## src/hdl/lsrc_pkg.sv

```systemverilog
package lsrc_pkg;

    localparam int CFG_IDX_W  = 3;
    localparam int CFG_DATA_W = 33;
    localparam int CODE_W     = 12;
    localparam int RAD_W      = 16;
    localparam int PCT_W      = 7;

    // register indexes past the windows
    localparam logic [CFG_IDX_W-1:0] CFG_THRESH = 3'd4;

    localparam logic [CFG_DATA_W-1:0] WIN0_RESET   = 33'h1_0258_0898;
    localparam logic [RAD_W-1:0]      THRESH_RESET = 16'd8000;

    localparam logic [CODE_W-1:0] AUTO_ON  = 12'd600;
    localparam logic [CODE_W-1:0] AUTO_OFF = 12'd2200;

    localparam logic [4:0] HOUR_MAX = 5'd23;
    localparam logic [5:0] MIN_MAX  = 6'd59;
    localparam logic [5:0] SEC_MAX  = 6'd59;

    localparam logic [PCT_W-1:0] PCT_NONE = 7'd0;
    localparam logic [PCT_W-1:0] PCT_HALF = 7'd50;
    localparam logic [PCT_W-1:0] PCT_FULL = 7'd100;

    typedef struct packed {
        logic              usable;
        logic [CODE_W-1:0] on_code;
        logic [CODE_W-1:0] off_code;
    } t_win;

    // HHMM code check; for codes below 2400 the hour is (v * 5243) >> 19
    function automatic logic code_ok(input logic [15:0] v);
        logic [24:0]       prod;
        logic [4:0]        q;
        logic [CODE_W-1:0] r;
        prod = 25'(v[11:0]) * 25'd5243;
        q    = prod[23:19];
        r    = v[11:0] - (12'(q) * 12'd100);
        return (v <= 16'd2359) && (r <= 12'd59);
    endfunction

    // valid HHMM codes order the same way as minutes of the day
    function automatic logic win_hit(input logic [CODE_W-1:0] on_code,
                                     input logic [CODE_W-1:0] off_code,
                                     input logic [CODE_W-1:0] now);
        logic hit;
        if (on_code == off_code) begin
            hit = 1'b1;
        end else if (on_code < off_code) begin
            hit = (now >= on_code) && (now < off_code);
        end else begin
            hit = (now >= on_code) || (now < off_code);
        end
        return hit;
    endfunction

endpackage

```

## src/hdl/light_schedule_relay_control_top.sv

```systemverilog
// Lamp relay scheduler: each accepted time sample gives one relay result. An item
// is taken every cycle while o_in_ready is high; a result appears once the item
// has moved from the input register into the result register. Each register holds
// one item, so output stalls backpressure the input only when both are full. Window
// times are compared as HHMM codes against hour*100+minute; configuration writes
// take effect once registered in the configuration block.
module light_schedule_relay_control_top #(
    parameter int PERIOD_COUNT = 4
) (
    input  logic                             i_clk,
    input  logic                             i_rst_n,
    input  logic                             i_cfg_we,
    input  logic [lsrc_pkg::CFG_IDX_W-1:0]   i_cfg_idx,
    input  logic [lsrc_pkg::CFG_DATA_W-1:0]  i_cfg_data,
    input  logic                             i_in_valid,
    output logic                             o_in_ready,
    input  logic [4:0]                       i_hour,
    input  logic [5:0]                       i_minute,
    input  logic [5:0]                       i_second,
    input  logic [lsrc_pkg::RAD_W-1:0]       i_radiation_tenths,
    input  logic                             i_autonomous,
    output logic                             o_out_valid,
    input  logic                             i_out_ready,
    output logic                             o_relay_one,
    output logic                             o_relay_two,
    output logic                             o_reduction_active,
    output logic [lsrc_pkg::PCT_W-1:0]       o_light_percent
);
    import lsrc_pkg::*;

    t_win               s_win [PERIOD_COUNT];
    logic [RAD_W-1:0]   s_thresh;
    logic [CODE_W-1:0]  s_now;
    logic               s_active;
    logic               s_time_ok;
    logic               s_out_load;
    logic               s_in_load;

    logic               r_in_vld;
    logic [4:0]         r_hour;
    logic [5:0]         r_minute;
    logic [5:0]         r_second;
    logic [RAD_W-1:0]   r_rad;
    logic               r_auto;

    logic               r_out_vld;
    logic               r_relay_one;
    logic               r_relay_two;
    logic               r_reduction;
    logic [PCT_W-1:0]   r_pct;

    logic               n_relay_one;
    logic               n_relay_two;
    logic               n_reduction;
    logic [PCT_W-1:0]   n_pct;

    lsrc_cfg #(
        .PERIOD_COUNT (PERIOD_COUNT)
    ) u_cfg (
        .i_clk      (i_clk),
        .i_rst_n    (i_rst_n),
        .i_cfg_we   (i_cfg_we),
        .i_cfg_idx  (i_cfg_idx),
        .i_cfg_data (i_cfg_data),
        .o_win      (s_win),
        .o_thresh   (s_thresh)
    );

    assign s_now = (12'(r_hour) * 12'd100) + 12'(r_minute);

    lsrc_match #(
        .PERIOD_COUNT (PERIOD_COUNT)
    ) u_match (
        .i_now    (s_now),
        .i_auto   (r_auto),
        .i_win    (s_win),
        .o_active (s_active)
    );

    assign s_out_load = !r_out_vld || i_out_ready;
    assign s_in_load  = !r_in_vld || s_out_load;
    assign o_in_ready = s_in_load;

    assign s_time_ok = (r_hour <= HOUR_MAX) && (r_minute <= MIN_MAX)
                       && (r_second <= SEC_MAX);

    always_comb begin
        n_relay_one = 1'b0;
        n_relay_two = 1'b0;
        n_reduction = 1'b0;
        n_pct       = PCT_NONE;
        if (s_time_ok && s_active) begin
            n_relay_one = 1'b1;
            // zero threshold turns reduction off
            if ((s_thresh != '0) && (r_rad >= s_thresh)) begin
                n_reduction = 1'b1;
                n_pct       = PCT_HALF;
            end else begin
                n_relay_two = 1'b1;
                n_pct       = PCT_FULL;
            end
        end
    end

    always_ff @(posedge i_clk) begin
        if (!i_rst_n) begin
            r_in_vld  <= 1'b0;
            r_out_vld <= 1'b0;
        end else begin
            if (s_in_load) begin
                r_in_vld <= i_in_valid;
            end
            if (s_out_load) begin
                r_out_vld <= r_in_vld;
            end
        end
    end

    always_ff @(posedge i_clk) begin
        if (s_in_load && i_in_valid) begin
            r_hour   <= i_hour;
            r_minute <= i_minute;
            r_second <= i_second;
            r_rad    <= i_radiation_tenths;
            r_auto   <= i_autonomous;
        end
        if (s_out_load && r_in_vld) begin
            r_relay_one <= n_relay_one;
            r_relay_two <= n_relay_two;
            r_reduction <= n_reduction;
            r_pct       <= n_pct;
        end
    end

    assign o_out_valid        = r_out_vld;
    assign o_relay_one        = r_relay_one;
    assign o_relay_two        = r_relay_two;
    assign o_reduction_active = r_reduction;
    assign o_light_percent    = r_pct;

    a_in_moves: assert property (@(posedge i_clk) disable iff (!i_rst_n)
        (r_in_vld && !r_out_vld) |=> r_out_vld)
        else $error("item in input register did not advance");

    a_ready_full: assert property (@(posedge i_clk) disable iff (!i_rst_n)
        !o_in_ready |-> (r_in_vld && r_out_vld))
        else $error("input stalled with a free register");

    a_relay_order: assert property (@(posedge i_clk) disable iff (!i_rst_n)
        o_out_valid |-> (!o_relay_two || o_relay_one))
        else $error("relay two on without relay one");

    a_reduce_excl: assert property (@(posedge i_clk) disable iff (!i_rst_n)
        o_out_valid |-> !(o_reduction_active && o_relay_two))
        else $error("reduction with both relays on");

    a_pct_match: assert property (@(posedge i_clk) disable iff (!i_rst_n)
        o_out_valid |-> ((o_light_percent == PCT_FULL && o_relay_two)
                         || (o_light_percent == PCT_HALF && o_relay_one && !o_relay_two)
                         || (o_light_percent == PCT_NONE && !o_relay_one)))
        else $error("light percent disagrees with relays");

endmodule

```

## src/hdl/lsrc_cfg.sv

```systemverilog
module lsrc_cfg #(
    parameter int PERIOD_COUNT = 4
) (
    input  logic                             i_clk,
    input  logic                             i_rst_n,
    input  logic                             i_cfg_we,
    input  logic [lsrc_pkg::CFG_IDX_W-1:0]   i_cfg_idx,
    input  logic [lsrc_pkg::CFG_DATA_W-1:0]  i_cfg_data,
    output lsrc_pkg::t_win                   o_win [PERIOD_COUNT],
    output logic [lsrc_pkg::RAD_W-1:0]       o_thresh
);
    import lsrc_pkg::*;

    logic [CFG_DATA_W-1:0] r_win [PERIOD_COUNT];
    logic [RAD_W-1:0]      r_thresh;

    always_ff @(posedge i_clk) begin
        if (!i_rst_n) begin
            for (int k = 0; k < PERIOD_COUNT; k++) begin
                r_win[k] <= (k == 0) ? WIN0_RESET : '0;
            end
            r_thresh <= THRESH_RESET;
        end else if (i_cfg_we) begin
            for (int k = 0; k < PERIOD_COUNT; k++) begin
                if (i_cfg_idx == CFG_IDX_W'(k)) begin
                    r_win[k] <= i_cfg_data;
                end
            end
            if (i_cfg_idx == CFG_THRESH) begin
                r_thresh <= i_cfg_data[RAD_W-1:0];
            end
        end
    end

    // a window is usable only when enabled and both codes are real times
    always_comb begin
        for (int k = 0; k < PERIOD_COUNT; k++) begin
            o_win[k].usable   = r_win[k][32] && code_ok(r_win[k][31:16])
                                && code_ok(r_win[k][15:0]);
            o_win[k].on_code  = r_win[k][27:16];
            o_win[k].off_code = r_win[k][11:0];
        end
    end

    assign o_thresh = r_thresh;

endmodule

```

## src/hdl/lsrc_match.sv

```systemverilog
module lsrc_match #(
    parameter int PERIOD_COUNT = 4
) (
    input  logic [lsrc_pkg::CODE_W-1:0] i_now,
    input  logic                        i_auto,
    input  lsrc_pkg::t_win              i_win [PERIOD_COUNT],
    output logic                        o_active
);
    import lsrc_pkg::*;

    logic [PERIOD_COUNT-1:0] s_hit;

    always_comb begin
        for (int k = 0; k < PERIOD_COUNT; k++) begin
            s_hit[k] = i_win[k].usable
                       && win_hit(i_win[k].on_code, i_win[k].off_code, i_now);
        end
    end

    assign o_active = i_auto ? win_hit(AUTO_ON, AUTO_OFF, i_now) : (|s_hit);

endmodule
```

## config.mk

```make
export PLATFORM = sky130hd
export DESIGN_NAME = light_schedule_relay_control_top
export DESIGN_NICKNAME = d
export VERILOG_FILES = /design/src/hdl/lsrc_pkg.sv /design/src/hdl/light_schedule_relay_control_top.sv /design/src/hdl/lsrc_cfg.sv /design/src/hdl/lsrc_match.sv
export SDC_FILE = /design/constraint.sdc
export NUM_CORES = 2
export LEC_CHECK = 0
export BUFFER_PORTS_ARGS = -buffer_cell sky130_fd_sc_hd__buf_2
export CORE_ASPECT_RATIO = 0.6
export CORE_UTILIZATION = 28
export CTS_CLUSTER_DIAMETER = 100
export DETAILED_ROUTE_END_ITERATION = 12
export SLEW_MARGIN = 10
export SYNTH_ARGS = -nofsm -noshare
export SYNTH_HDL_FRONTEND = slang
export SYNTH_SLANG_ARGS = --single-unit
```

## constraint.sdc

```tcl
create_clock -name i_clk -period 21 [get_ports i_clk]
set_input_delay 2.1 -clock i_clk [delete_from_list [all_inputs] [get_ports i_clk]]
set_output_delay 2.1 -clock i_clk [all_outputs]
set_load 0.02 [all_outputs]
```

==> out/summary.md <==
Counting flops with an async set or reset pin after synthesis yields a share of 0%. In the final design database the tool counted 5476 nets. After synthesis, the cell types taking the most area are sky130_fd_sc_hd__ha_1 (34%), sky130_fd_sc_hd__fa_1 (20%), sky130_fd_sc_hd__edfxtp_1 (13%).

Clock latency on the worst-skew pair, taken at its later pin, is 460 ps. The run finished with clean final reports. The number of global-route vias before repair was 27150.

Cell with the largest stage delay on the worst path: sky130_fd_sc_hd__edfxtp_1. The first-pass GRT wire length came out at 158 mm. Among all cell types in the netlist, the one instantiated most often is sky130_fd_sc_hd__ha_1. In this run the vertical extent of the chip is 287 um. Data on the critical path arrives at its endpoint at 11020 ps. The shortest period the worst path allows works out to 10770 ps.

Detailed placement finished with a half-perimeter wire length of 86.3 mm. The floorplan step defined a die boundary enclosing 137000 um2. For this run, the leading register cell type out of synthesis is sky130_fd_sc_hd__edfxtp_1.

Total wire length: 101 mm. Timing would allow up to 92.8 MHz. Summing all multi-input logic gate instances after layout gives 28800 um2.

Stage delay of the slowest cell on the critical path: 680 ps. The first TritonRoute pass finished after 7 iterations. Registers take 5410 um2. Synthesis produced 3904 cells. The data required time of the critical path came out at 21250 ps. The top layer used by detailed routing is met5. The logs give 0 for the residual overflow from global routing and 0 for the quantity of gates resized following cts. TritonCTS created 17 clock buffers. The number of antenna violations at the first check in global routing came out at 11.

The largest net degree at the start of global routing came out at 34. The logs give 0 for the count of max-cap constraint violations and 13980 for the fill cell total of the finished layout. Pin placement for this block handled 87 I/O pins. The count of warnings emitted by yosys was 0; the proportion of netlist area held by the largest area contributor was 34.1%. The kind of cell with the highest combined delay along the critical path is adder cells. After clock tree synthesis, the setup repair step added 0 buffers. For the remaining number of nets flagged by the antenna check after routing, the log shows 0. The routed length on met3 is 11.8 mm, and the slew at the pin closest to its max-slew limit is 1250 ps. TritonCTS built the clock tree. The worst hold path belongs to the class register to register. After synthesis, the mean cell area works out to 9.69 um2. Across the routed clock network, the largest skew measured is 14.6 ps. For the max-slew violation total from the final report, the log shows 0. The clock tree synthesis step divided the H-tree into 4 levels. Final clock period utilization by the worst path: 51.3%.

The synthesis-to-finish area growth came out at 9.07%. Critical path buffer and inverter count: 6. Setup repair after global routing left no endpoint under its margin. The synthesized netlist occupies a cell area of 37800 um2. The floorplan has 104 rows. CTS saw 186 sinks. The synthesized design contains 168 enable-type register cells. Share of cells above drive strength 1: 4.73%. The number of remaining DRC errors was 0; the total global routing track utilization was 14.9%. STA classifies the critical path endpoint as a register. The highest net fanout along the worst path is 7. The classification of the worst setup path was register to register.

The routed layout has 27281 vias. In this run the tool buffered the top-level ports with 82 buffer cells. The met1 routed wirelength after detailed routing is 52.1 mm, and the wire length per cell is 17.4 um.

In the final timing run, aggregate negative setup slack is 0 ps. The average vias per placed instance is 4.69. Summed over all nets, wire length on met2 after detailed routing comes to 36.4 mm.

The logs give 14.7% for the headroom to the max-slew limit and 14.3% for the fraction of the yosys area taken by sequential cells. The maximum clock path buffer count was 2. The congestion estimate from routability-driven global placement came to 0.907. The initial utilization of the core area, before any placement, comes to 28.2%.

After clock tree synthesis, the clock-pin slew on the worst setup and hold paths is 80 ps. After synthesis the netlist holds a flip-flop and latch count of 186. The chip width came out at 477 um.

The cell sitting at the root of the clock tree is a sky130_fd_sc_hd__clkbuf_16. The tools report the number of unique standard cell types used by synthesis as 76. sky130_fd_sc_hd__ha_1 takes more of the synthesized area than any other cell. In this run the standard cell core region covers 134000 um2. In this run, the number of DRC markers left after iteration 0 of detailed routing was 1965.

The worst setup path is launched from a register. Setup violations remaining at the end of the flow were counted as 0. The number of hold buffers added after CTS was 0. The final hold violation count came out at 0. The commonest cells after synthesis are sky130_fd_sc_hd__ha_1 (1031), sky130_fd_sc_hd__inv_1 (981), sky130_fd_sc_hd__fa_1 (370).
## cells in the final DEF (no fill, tap or decap), types with 18 or more instances in the layout
cell                       netlist  layout
sky130_fd_sc_hd__or2_2          18      18
sky130_fd_sc_hd__nor2b_1        31      31
sky130_fd_sc_hd__ha_1         1031    1031
sky130_fd_sc_hd__a21boi_0       20      20
sky130_fd_sc_hd__a21oi_1       139     139
sky130_fd_sc_hd__buf_4           6      19
sky130_fd_sc_hd__xor2_1         52      50
sky130_fd_sc_hd__nand2b_1       30      30
sky130_fd_sc_hd__o21a_1         35      35
sky130_fd_sc_hd__and2_1        130     129
sky130_fd_sc_hd__and3_1         20      20
sky130_fd_sc_hd__inv_1         981     981
sky130_fd_sc_hd__nor3_1         52      51
sky130_fd_sc_hd__dfxtp_1        18      18
sky130_fd_sc_hd__fa_1          370     370
sky130_fd_sc_hd__nand4_1        31      31
sky130_fd_sc_hd__a21o_1         55      55
sky130_fd_sc_hd__buf_2           0      82
sky130_fd_sc_hd__xnor2_1        99      93
sky130_fd_sc_hd__nor2_1         93      93
sky130_fd_sc_hd__o211ai_1       21      21
sky130_fd_sc_hd__nand2_1       105     105
sky130_fd_sc_hd__o21ai_0        93      91
sky130_fd_sc_hd__a31oi_1        23      23
sky130_fd_sc_hd__edfxtp_1      168     168
sky130_fd_sc_hd__nand3_1        37      37
## layer usage
metal  track usage, %  vias to the layer above
li1                 -                    13241
met1             23.4                    13130
met4             1.20                        2
met2             19.5                      855
met5                0                        -
met3             5.41                       53
## kinds of logic (layout without fill, tap and decap cells)
| group | count (synthesis) | in the layout | share of synthesized area [%] |
|---|---|---|---|
| other | 1 | 3 | 0.00991 |
| AND/OR/NAND/NOR | 613 | 613 | 8.75 |
| adder cells (fa/ha/maj) | 1402 | 1402 | 53.7 |
| buffers and inverters | 1006 | 1114 | 10.0 |
| AO/OA/AOI/OAI | 537 | 537 | 9.53 |
| multiplexers | 8 | 8 | 0.218 |
| flip-flops | 186 | 186 | 14.3 |
| XOR/XNOR | 151 | 151 | 3.49 |
## state kept, by name, summed over array words and instances (netlist names)
| signal | count |
|---|---|
| u_cfg.r_win | 132 |
| r_rad | 16 |
| u_cfg.o_thresh | 16 |
| r_minute | 6 |
| r_hour | 5 |
| r_second | 4 |
| o_light_percent | 3 |
| o_out_valid | 1 |
| o_relay_one | 1 |
| r_auto | 1 |
| r_in_vld | 1 |
## final timing paths
path / slack (ps) / end / cells after the start / startpoint
setup / recovery: 10230 / o_relay_one / 35 / u_cfg.r_win[1][22]
hold / removal: 490 / u_cfg.o_thresh[2] / 2 / u_cfg.o_thresh[2]
setup reg to reg: 10230 / o_relay_one / 35 / u_cfg.r_win[1][22]
hold reg to reg: 490 / u_cfg.o_thresh[2] / 2 / u_cfg.o_thresh[2]
## worst reg2reg max path: cells and delay by family, from the launching register on
family | cells | cell delay (ps)
compound gates | 12 | 3330
simple gates | 4 | 1090
fa+ha+maj | 11 | 4500
xor+xnor | 2 | 460
buf+inv | 6 | 510
flops | 1 | 680
## through the flow
step           area, um2  setup WS (ps)  util, %  instances  hold slack, ps
2_1_floorplan      37800          11870        -       3905             456
3_3_place_gp       40600          10520     30.3       5783             471
3_5_place_dp       40600          10440     30.3       5783             482
4_1_cts            41300          10360     30.8       5815             493
5_1_grt            41300           9670     30.8       5815             527
6_report           41300          10230     30.8       5816             492
## final cells by class
cell class	instances	area share (%)
Clock buffer	17	1.03
Clock inverter	15	0.470
Timing Repair Buffer	101	1.34
Tap cell	1802	5.46
Multi-Input combinational cell	2713	69.7
Sequential cell	186	13.1
Antenna cell	1	0.00606
Inverter	981	8.92
Power is not shown: default switching activity piles up to over one toggle a cycle in this logic, so the estimate is an artifact.
